$ cat config.mk
export PLATFORM = sky130hd
export DESIGN_NAME = bounded_list_with_search_erase
export DESIGN_NICKNAME = d
export VERILOG_FILES = /design/src/bls_pkg.sv /design/src/bounded_list_with_search_erase.sv /design/src/bls_mem.sv
export SDC_FILE = /design/constraint.sdc
export NUM_CORES = 2
export LEC_CHECK = 0
export BUFFER_PORTS_ARGS = -buffer_cell sky130_fd_sc_hd__buf_2
export CORE_MARGIN = 3
export CORE_UTILIZATION = 23
export CTS_CLUSTER_SIZE = 28
export DETAILED_ROUTE_END_ITERATION = 6
export HOLD_SLACK_MARGIN = 0.12
export PLACE_DENSITY_LB_ADDON = 0.1
export REMOVE_ABC_BUFFERS = 1
export SYNTH_ARGS = -nofsm -noshare
export SYNTH_HDL_FRONTEND = slang
export SYNTH_SLANG_ARGS = --single-unit
$ cat constraint.sdc
create_clock -name clk -period 16 [get_ports clk]
set_input_delay 0 -clock clk [delete_from_list [all_inputs] [get_ports clk]]
set_output_delay 0 -clock clk [all_outputs]
set_load 0.05 [all_outputs]
$ cat src/bls_pkg.sv
// ----------------------------------------------------------------------------
// bls_pkg
// Request codes, status codes and fixed field widths of the bounded list.
// ----------------------------------------------------------------------------
package bls_pkg;

    localparam int REQ_W    = 3;
    localparam int VALUE_W  = 32;
    localparam int STATUS_W = 2;
    localparam int COUNT_W  = 7;

    localparam logic [REQ_W-1:0] REQ_PUSH_BACK  = 3'd0;
    localparam logic [REQ_W-1:0] REQ_PUSH_FRONT = 3'd1;
    localparam logic [REQ_W-1:0] REQ_POP_FRONT  = 3'd2;
    localparam logic [REQ_W-1:0] REQ_POP_BACK   = 3'd3;
    localparam logic [REQ_W-1:0] REQ_FIND       = 3'd4;
    localparam logic [REQ_W-1:0] REQ_ERASE      = 3'd5;

    localparam logic [STATUS_W-1:0] ST_OK    = 2'd0;
    localparam logic [STATUS_W-1:0] ST_EMPTY = 2'd1;
    localparam logic [STATUS_W-1:0] ST_FULL  = 2'd2;

endpackage

$ cat src/bounded_list_with_search_erase.sv
// ----------------------------------------------------------------------------
// bounded_list_with_search_erase
// Ordered list of up to DEPTH values in a circular store with search/erase.
// Sequence: a taken request runs S_EXEC, then S_RD_FRONT, S_RD_BACK and
// S_RD_LAST (reads skipped when the list ends up empty) and S_DONE; find and
// erase walk the list in S_SCAN first; an erase hit then shifts in S_SHIFT.
// One request at a time: in_stall stays high until the result is loaded, so a
// new transfer is taken the cycle after that, later while out_stall holds it.
// Reset clears head, count and handshake state; store contents stay undefined.
// ----------------------------------------------------------------------------
module bounded_list_with_search_erase
    import bls_pkg::*;
#(
    parameter int DEPTH      = 64,
    parameter int DATA_WIDTH = 32
)
(
    input  logic                clk,
    input  logic                rst_n,
    input  logic                in_valid,
    output logic                in_stall,
    input  logic [REQ_W-1:0]    req_type,
    input  logic [VALUE_W-1:0]  value,
    output logic                out_valid,
    input  logic                out_stall,
    output logic [STATUS_W-1:0] status,
    output logic                hit,
    output logic [VALUE_W-1:0]  front_value,
    output logic [VALUE_W-1:0]  back_value,
    output logic [COUNT_W-1:0]  count
);

    localparam int AW = $clog2(DEPTH);
    localparam int CW = $clog2(DEPTH + 1);

    typedef logic [AW-1:0]         addr_t;
    typedef logic [CW-1:0]         cnt_t;
    typedef logic [DATA_WIDTH-1:0] data_t;

    localparam addr_t LAST_SLOT = AW'(DEPTH - 1);
    localparam cnt_t  FULL_CNT  = CW'(DEPTH);

    typedef enum logic [2:0] {
        S_IDLE,
        S_EXEC,
        S_SCAN,
        S_SHIFT,
        S_RD_FRONT,
        S_RD_BACK,
        S_RD_LAST,
        S_DONE
    } state_t;

    state_t               state_reg, state_next;
    logic [REQ_W-1:0]     kind_reg, kind_next;
    data_t                val_reg, val_next;
    addr_t                head_reg, head_next;
    cnt_t                 count_reg, count_next;
    addr_t                rptr_reg, rptr_next;
    addr_t                lptr_reg, lptr_next;
    cnt_t                 ridx_reg, ridx_next;
    cnt_t                 lidx_reg, lidx_next;
    logic                 pend_reg, pend_next;
    logic                 hit_reg, hit_next;
    logic [STATUS_W-1:0]  status_reg, status_next;
    data_t                front_reg, front_next;
    data_t                back_reg, back_next;
    logic                 out_valid_reg, out_valid_next;
    logic [STATUS_W-1:0]  out_status_reg, out_status_next;
    logic                 out_hit_reg, out_hit_next;
    logic [VALUE_W-1:0]   out_front_reg, out_front_next;
    logic [VALUE_W-1:0]   out_back_reg, out_back_next;
    logic [COUNT_W-1:0]   out_count_reg, out_count_next;

    logic  mem_we;
    addr_t mem_waddr;
    data_t mem_wdata;
    addr_t mem_raddr;
    data_t mem_rdata;

    function automatic addr_t slot_inc(addr_t a);
        return (a == LAST_SLOT) ? '0 : a + AW'(1);
    endfunction

    // head plus offset, wrapped into the store
    function automatic addr_t wrap_add(addr_t h, cnt_t n);
        logic [CW:0] s;
        s = (CW+1)'(h) + (CW+1)'(n);
        if (s >= (CW+1)'(DEPTH))
        begin
            s = s - (CW+1)'(DEPTH);
        end
        return s[AW-1:0];
    endfunction

    bls_mem
    #(
        .DEPTH      (DEPTH),
        .DATA_WIDTH (DATA_WIDTH)
    )
    u_mem
    (
        .clk   (clk),
        .we    (mem_we),
        .waddr (mem_waddr),
        .wdata (mem_wdata),
        .raddr (mem_raddr),
        .rdata (mem_rdata)
    );

    always_comb
    begin
        state_next      = state_reg;
        kind_next       = kind_reg;
        val_next        = val_reg;
        head_next       = head_reg;
        count_next      = count_reg;
        rptr_next       = rptr_reg;
        lptr_next       = lptr_reg;
        ridx_next       = ridx_reg;
        lidx_next       = lidx_reg;
        pend_next       = pend_reg;
        hit_next        = hit_reg;
        status_next     = status_reg;
        front_next      = front_reg;
        back_next       = back_reg;
        out_valid_next  = out_valid_reg;
        out_status_next = out_status_reg;
        out_hit_next    = out_hit_reg;
        out_front_next  = out_front_reg;
        out_back_next   = out_back_reg;
        out_count_next  = out_count_reg;

        mem_we    = 1'b0;
        mem_waddr = head_reg;
        mem_wdata = val_reg;
        mem_raddr = rptr_reg;

        if (out_valid_reg && !out_stall)
        begin
            out_valid_next = 1'b0;
        end

        case (state_reg)
            S_IDLE:
            begin
                if (in_valid)
                begin
                    kind_next   = req_type;
                    val_next    = DATA_WIDTH'(value);
                    hit_next    = 1'b0;
                    status_next = ST_OK;
                    state_next  = S_EXEC;
                end
            end

            S_EXEC:
            begin
                state_next = S_RD_FRONT;
                case (kind_reg)
                    REQ_PUSH_BACK:
                    begin
                        if (count_reg == FULL_CNT)
                        begin
                            status_next = ST_FULL;
                        end
                        else
                        begin
                            mem_we     = 1'b1;
                            mem_waddr  = wrap_add(head_reg, count_reg);
                            count_next = count_reg + CW'(1);
                        end
                    end
                    REQ_PUSH_FRONT:
                    begin
                        if (count_reg == FULL_CNT)
                        begin
                            status_next = ST_FULL;
                        end
                        else
                        begin
                            head_next  = (head_reg == '0) ? LAST_SLOT : head_reg - AW'(1);
                            mem_we     = 1'b1;
                            mem_waddr  = head_next;
                            count_next = count_reg + CW'(1);
                        end
                    end
                    REQ_POP_FRONT:
                    begin
                        if (count_reg == '0)
                        begin
                            status_next = ST_EMPTY;
                        end
                        else
                        begin
                            head_next  = slot_inc(head_reg);
                            count_next = count_reg - CW'(1);
                        end
                    end
                    REQ_POP_BACK:
                    begin
                        if (count_reg == '0)
                        begin
                            status_next = ST_EMPTY;
                        end
                        else
                        begin
                            count_next = count_reg - CW'(1);
                        end
                    end
                    REQ_FIND, REQ_ERASE:
                    begin
                        if (count_reg != '0)
                        begin
                            rptr_next  = head_reg;
                            ridx_next  = '0;
                            pend_next  = 1'b0;
                            state_next = S_SCAN;
                        end
                    end
                    default:
                    begin
                        state_next = S_RD_FRONT;
                    end
                endcase
            end

            // issue one read a cycle, compare the entry read the cycle before
            S_SCAN:
            begin
                mem_raddr = rptr_reg;
                if (pend_reg && (mem_rdata == val_reg))
                begin
                    hit_next = 1'b1;
                    if (kind_reg == REQ_ERASE)
                    begin
                        rptr_next  = lptr_reg;
                        ridx_next  = lidx_reg;
                        pend_next  = 1'b0;
                        state_next = S_SHIFT;
                    end
                    else
                    begin
                        state_next = S_RD_FRONT;
                    end
                end
                else if (ridx_reg == count_reg)
                begin
                    state_next = S_RD_FRONT;
                end
                else
                begin
                    lptr_next = rptr_reg;
                    lidx_next = ridx_reg;
                    rptr_next = slot_inc(rptr_reg);
                    ridx_next = ridx_reg + CW'(1);
                    pend_next = 1'b1;
                end
            end

            // move each later entry down one slot to close the gap
            S_SHIFT:
            begin
                mem_raddr = slot_inc(rptr_reg);
                mem_waddr = lptr_reg;
                mem_wdata = mem_rdata;
                mem_we    = pend_reg;
                if (((CW+1)'(ridx_reg) + (CW+1)'(1)) < (CW+1)'(count_reg))
                begin
                    lptr_next = rptr_reg;
                    rptr_next = slot_inc(rptr_reg);
                    ridx_next = ridx_reg + CW'(1);
                    pend_next = 1'b1;
                end
                else
                begin
                    pend_next = 1'b0;
                    if (!pend_reg)
                    begin
                        count_next = count_reg - CW'(1);
                        state_next = S_RD_FRONT;
                    end
                end
            end

            S_RD_FRONT:
            begin
                if (count_reg == '0)
                begin
                    front_next = '0;
                    back_next  = '0;
                    state_next = S_DONE;
                end
                else
                begin
                    mem_raddr  = head_reg;
                    state_next = S_RD_BACK;
                end
            end

            S_RD_BACK:
            begin
                mem_raddr  = wrap_add(head_reg, count_reg - CW'(1));
                front_next = mem_rdata;
                state_next = S_RD_LAST;
            end

            S_RD_LAST:
            begin
                back_next  = mem_rdata;
                state_next = S_DONE;
            end

            // hold until the output register is free
            S_DONE:
            begin
                if (!out_valid_reg || !out_stall)
                begin
                    out_valid_next  = 1'b1;
                    out_status_next = status_reg;
                    out_hit_next    = hit_reg;
                    out_front_next  = VALUE_W'(front_reg);
                    out_back_next   = VALUE_W'(back_reg);
                    out_count_next  = COUNT_W'(count_reg);
                    state_next      = S_IDLE;
                end
            end

            default:
            begin
                state_next = S_IDLE;
            end
        endcase
    end

    always_ff @(posedge clk or negedge rst_n)
    begin
        if (!rst_n)
        begin
            state_reg      <= S_IDLE;
            kind_reg       <= '0;
            val_reg        <= '0;
            head_reg       <= '0;
            count_reg      <= '0;
            rptr_reg       <= '0;
            lptr_reg       <= '0;
            ridx_reg       <= '0;
            lidx_reg       <= '0;
            pend_reg       <= 1'b0;
            hit_reg        <= 1'b0;
            status_reg     <= ST_OK;
            front_reg      <= '0;
            back_reg       <= '0;
            out_valid_reg  <= 1'b0;
            out_status_reg <= ST_OK;
            out_hit_reg    <= 1'b0;
            out_front_reg  <= '0;
            out_back_reg   <= '0;
            out_count_reg  <= '0;
        end
        else
        begin
            state_reg      <= state_next;
            kind_reg       <= kind_next;
            val_reg        <= val_next;
            head_reg       <= head_next;
            count_reg      <= count_next;
            rptr_reg       <= rptr_next;
            lptr_reg       <= lptr_next;
            ridx_reg       <= ridx_next;
            lidx_reg       <= lidx_next;
            pend_reg       <= pend_next;
            hit_reg        <= hit_next;
            status_reg     <= status_next;
            front_reg      <= front_next;
            back_reg       <= back_next;
            out_valid_reg  <= out_valid_next;
            out_status_reg <= out_status_next;
            out_hit_reg    <= out_hit_next;
            out_front_reg  <= out_front_next;
            out_back_reg   <= out_back_next;
            out_count_reg  <= out_count_next;
        end
    end

    assign in_stall    = (state_reg != S_IDLE);
    assign out_valid   = out_valid_reg;
    assign status      = out_status_reg;
    assign hit         = out_hit_reg;
    assign front_value = out_front_reg;
    assign back_value  = out_back_reg;
    assign count       = out_count_reg;

endmodule

$ cat src/bls_mem.sv
// ----------------------------------------------------------------------------
// bls_mem
// Entry store: one write port, one read port with registered read data.
// ----------------------------------------------------------------------------
module bls_mem
#(
    parameter int DEPTH      = 64,
    parameter int DATA_WIDTH = 32
)
(
    input  logic                     clk,
    input  logic                     we,
    input  logic [$clog2(DEPTH)-1:0] waddr,
    input  logic [DATA_WIDTH-1:0]    wdata,
    input  logic [$clog2(DEPTH)-1:0] raddr,
    output logic [DATA_WIDTH-1:0]    rdata
);

    logic [DATA_WIDTH-1:0] mem [DEPTH];
    logic [DATA_WIDTH-1:0] rdata_reg;

    always_ff @(posedge clk)
    begin
        if (we)
        begin
            mem[waddr] <= wdata;
        end
        rdata_reg <= mem[raddr];
    end

    assign rdata = rdata_reg;

endmodule
==> results.toml <==
[yosys]
syn_avg_cell_area_um2 = 12.70
synth_warnings = 0
synth_area_leaders = "edfxtp_1, nand2_1, dfrtp_1"
synth-edff-count = 2048
ys.flop_type = "edfxtp_1"
synth_most_common_cell = "nand2_1"
async_flop_share_pct = 9.565
ys_ff_latch = 2300
synthCells = 7306
ys_types = 80
syn_area_mm2 = 0.09280
synth_common_cells = "nand2_1, edfxtp_1, nand3_1"
synth_top_area_share_pct = 66.27
synth_top_area_cell = "edfxtp_1"
ys_seq_area_share_pct = 72.89

[routing]
via_count = 60510
wl_per_cell_um = 27.64
vias_per_cell = 4.624
firstDrtPassIters = 6
drt-initial-drc-count = 5351
drc = 0
ant_nets = 0
routed_wl_um = 361700

[global_routing]
grt_max_degree = 138
overflow = 0
track_usage_pct = 17.16
grt_pass1_vias = 59370
grt_pass1_wl_um = 499700
grt_antenna_before_repair = 44

[power_and_ir_drop]
power_frac_comb_pct = 46.8
switchingPower_mw = 12.44
p_int_mw = 14.87
leakage_nw = 38.66
total_power_mw = 27.31
peakVddDrop_uv = 280.5
swShare_pct = 45.54
power.density_mw_per_mm2 = 247.5
clockPowerShare_pct = 22.6
power_frac_seq_pct = 30.6

[setup_path]
crit_arrival_ps = 7640
rr_startpoint = "count_reg[1]"
r2r_slack_ps = 9160
cp_max_fo = 102
r2r-end = "u_mem.rdata[31]"
crit_chain = "inv_1 -> ha_1 -> inv_1 -> fa_1 -> and4b_1 -> a311oi_1 -> and3_4 -> buf_4 -> buf_12 -> buf_4 -> nand2_1 -> and3_1 -> a311oi_1 -> nor3b_1 -> nor4_1 -> and3_1"
crit_type = "flop to flop"
slowest_stage = "buf_4"
critPathMaxStageDelay_ps = 740
worstPathRequired_ps = 16800
endpoint_kind = "flop"
crit_path_start_kind = "flop"
reg2reg_depth = 16

[clocking]
htree_levels = 5
clockRootBuffer = "clkbuf_16"
clock-sinks = 2300
post_cts_resized = 0
clk_latency_ps = 900
post_cts_buffers = 0
cts_hold_buf = 117
cts_buffers = 274
tritoncts = "built"
clk_path_buf_depth = 4
path_clk_slew_ps = 60

[layout]
seq_area_mm2 = 0.06764
nFillCells = 41220
multiInputGateArea_mm2 = 0.02368
largest_register_ffs = 2048
nets = 7638
top_register = "u_mem.mem"
layout-drive-gt1-share_pct = 12.75
area.growth.synth_to_final_pct = 18.88

[hold_path]
min-delay-path-class = "primary input to flop"
holdPathEnd = "state_reg[1]"
min_from = "in_valid"
holdPathStages = 5

[sta]
period_share_pct = 42.72
fin_setup_tns_ps = 0
clock.fmax_ghz = 0.1463
fin_crit_ps = 6836
maxSlewHeadroom_pct = 19.92
fin_ws_ps = 9164
tightest_slew_ps = 1190
hold_viol = 0
rsz0062_at_grt = "no"
slew_violations = 0
setup_viol = 0
fin_worst_skew_ps = 40.67

[floorplanning]
fp.coreArea_mm2 = 0.4006
die_h_um = 641.2
die_area_mm2 = 0.4111
placementRows = 232
io_pins = 115
die_w_um = 641.2
initial_core_util_pct = 23.17

[flow_run]
maxCapViolations = 0

[place]
dp_worst_setup_slack_ps = 9134
place_hpwl_um = 197100
io_buffers = 114
gp_congestion = 0.7666

[status]
status = "finished, final reports clean"
[metrics by stage]
step | util [%] | hold slack [ps] | cells | area [um2]
after detailed placement | 25.06 | 62.94 | 12440 | 100400
after global placement | 25.02 | 63.86 | 12430 | 100200
final | 27.54 | 279.7 | 13090 | 110300
after global routing | 27.53 | 281.7 | 13080 | 110300
after CTS | 27.51 | 198.1 | 13040 | 110200
after floorplan | - | -295.6 | 6843 | 90480
[cell usage in the layout (no fill, tap or decap), drive strengths merged, types with 36 or more instances in the layout]
cell type	n
dlygate4sd3	116
a31oi	119
nor2	111
nor4	100
diode	42
edfxtp	2048
clkinv	83
nand2	2235
a22o	68
a311oi	76
a21oi	276
clkbuf	371
mux2	97
and3	236
dfrtp	220
nor3	46
nand3	749
xor2	36
o21ai	65
o22ai	60
buf	337
[power groups by stage]
stage	Clock [mW]	Sequential [mW]	Combinational (mW)
global placement	0	8.50	13.0
detailed placement	0	8.50	13.1
floorplan	0	8.56	8.43
global route	6.58	8.40	14.0
CTS	6.37	8.37	13.2
finish	6.17	8.35	12.8
[routing by layer]
metal / share of wire, % / vias to the layer above / track usage (%)
met5: 0 / - / 0
met3: 3.8 / 394 / 1.746
met1: 47 / 31660 / 24.21
met4: 2.1 / 0 / 4.243
met2: 47 / 1306 / 28.15
li1: - / 27150 / -
[cell type report]
cell class	instances	area share [%]
inverter	26	0.08846
clock buffer	371	6.847
tap	5265	5.971
multi-input combinational	4517	21.47
timing repair buffer	453	3.222
sequential	2300	61.32
clock inverter	112	0.9924
antenna	42	0.09527
[worst max-delay path: cells and delay by family (launching register included)]
kind                       cells  cell delay (ps)
adders and majority gates      2              840
buffers and inverters          5             2320
DFF                            1              490
and+or+nand+nor                7             2260
AOI/OAI and AO/OA              2              660
[logic make-up (layout without fill, tap and decap cells)]
| kind of cell | after synthesis | count (layout) | synth area share [%] |
|---|---|---|---|
| simple gates | 3586 | 3586 | 16.95 |
| compound gates | 728 | 728 | 5.022 |
| mux | 115 | 115 | 1.576 |
| buf+inv | 489 | 962 | 2.600 |
| xor+xnor | 61 | 61 | 0.5757 |
| other cells | 0 | 42 | 0 |
| flops | 2300 | 2300 | 72.89 |
| fa+ha+maj | 27 | 27 | 0.3802 |
[worst max-delay path by stage]
stage,slack (ps),from,endpoint,cells after the start
floorplan,-4450,state_reg[0],u_mem.rdata[24],9
global placement,8040,count_reg[0],u_mem.rdata[28],16
detailed placement,9130,count_reg[0],u_mem.rdata[31],16
CTS,9090,count_reg[0],u_mem.rdata[31],16
global route,8790,count_reg[0],u_mem.rdata[31],16
finish,9160,count_reg[1],u_mem.rdata[31],16
Note: power is estimated with default switching activity, not from simulation.
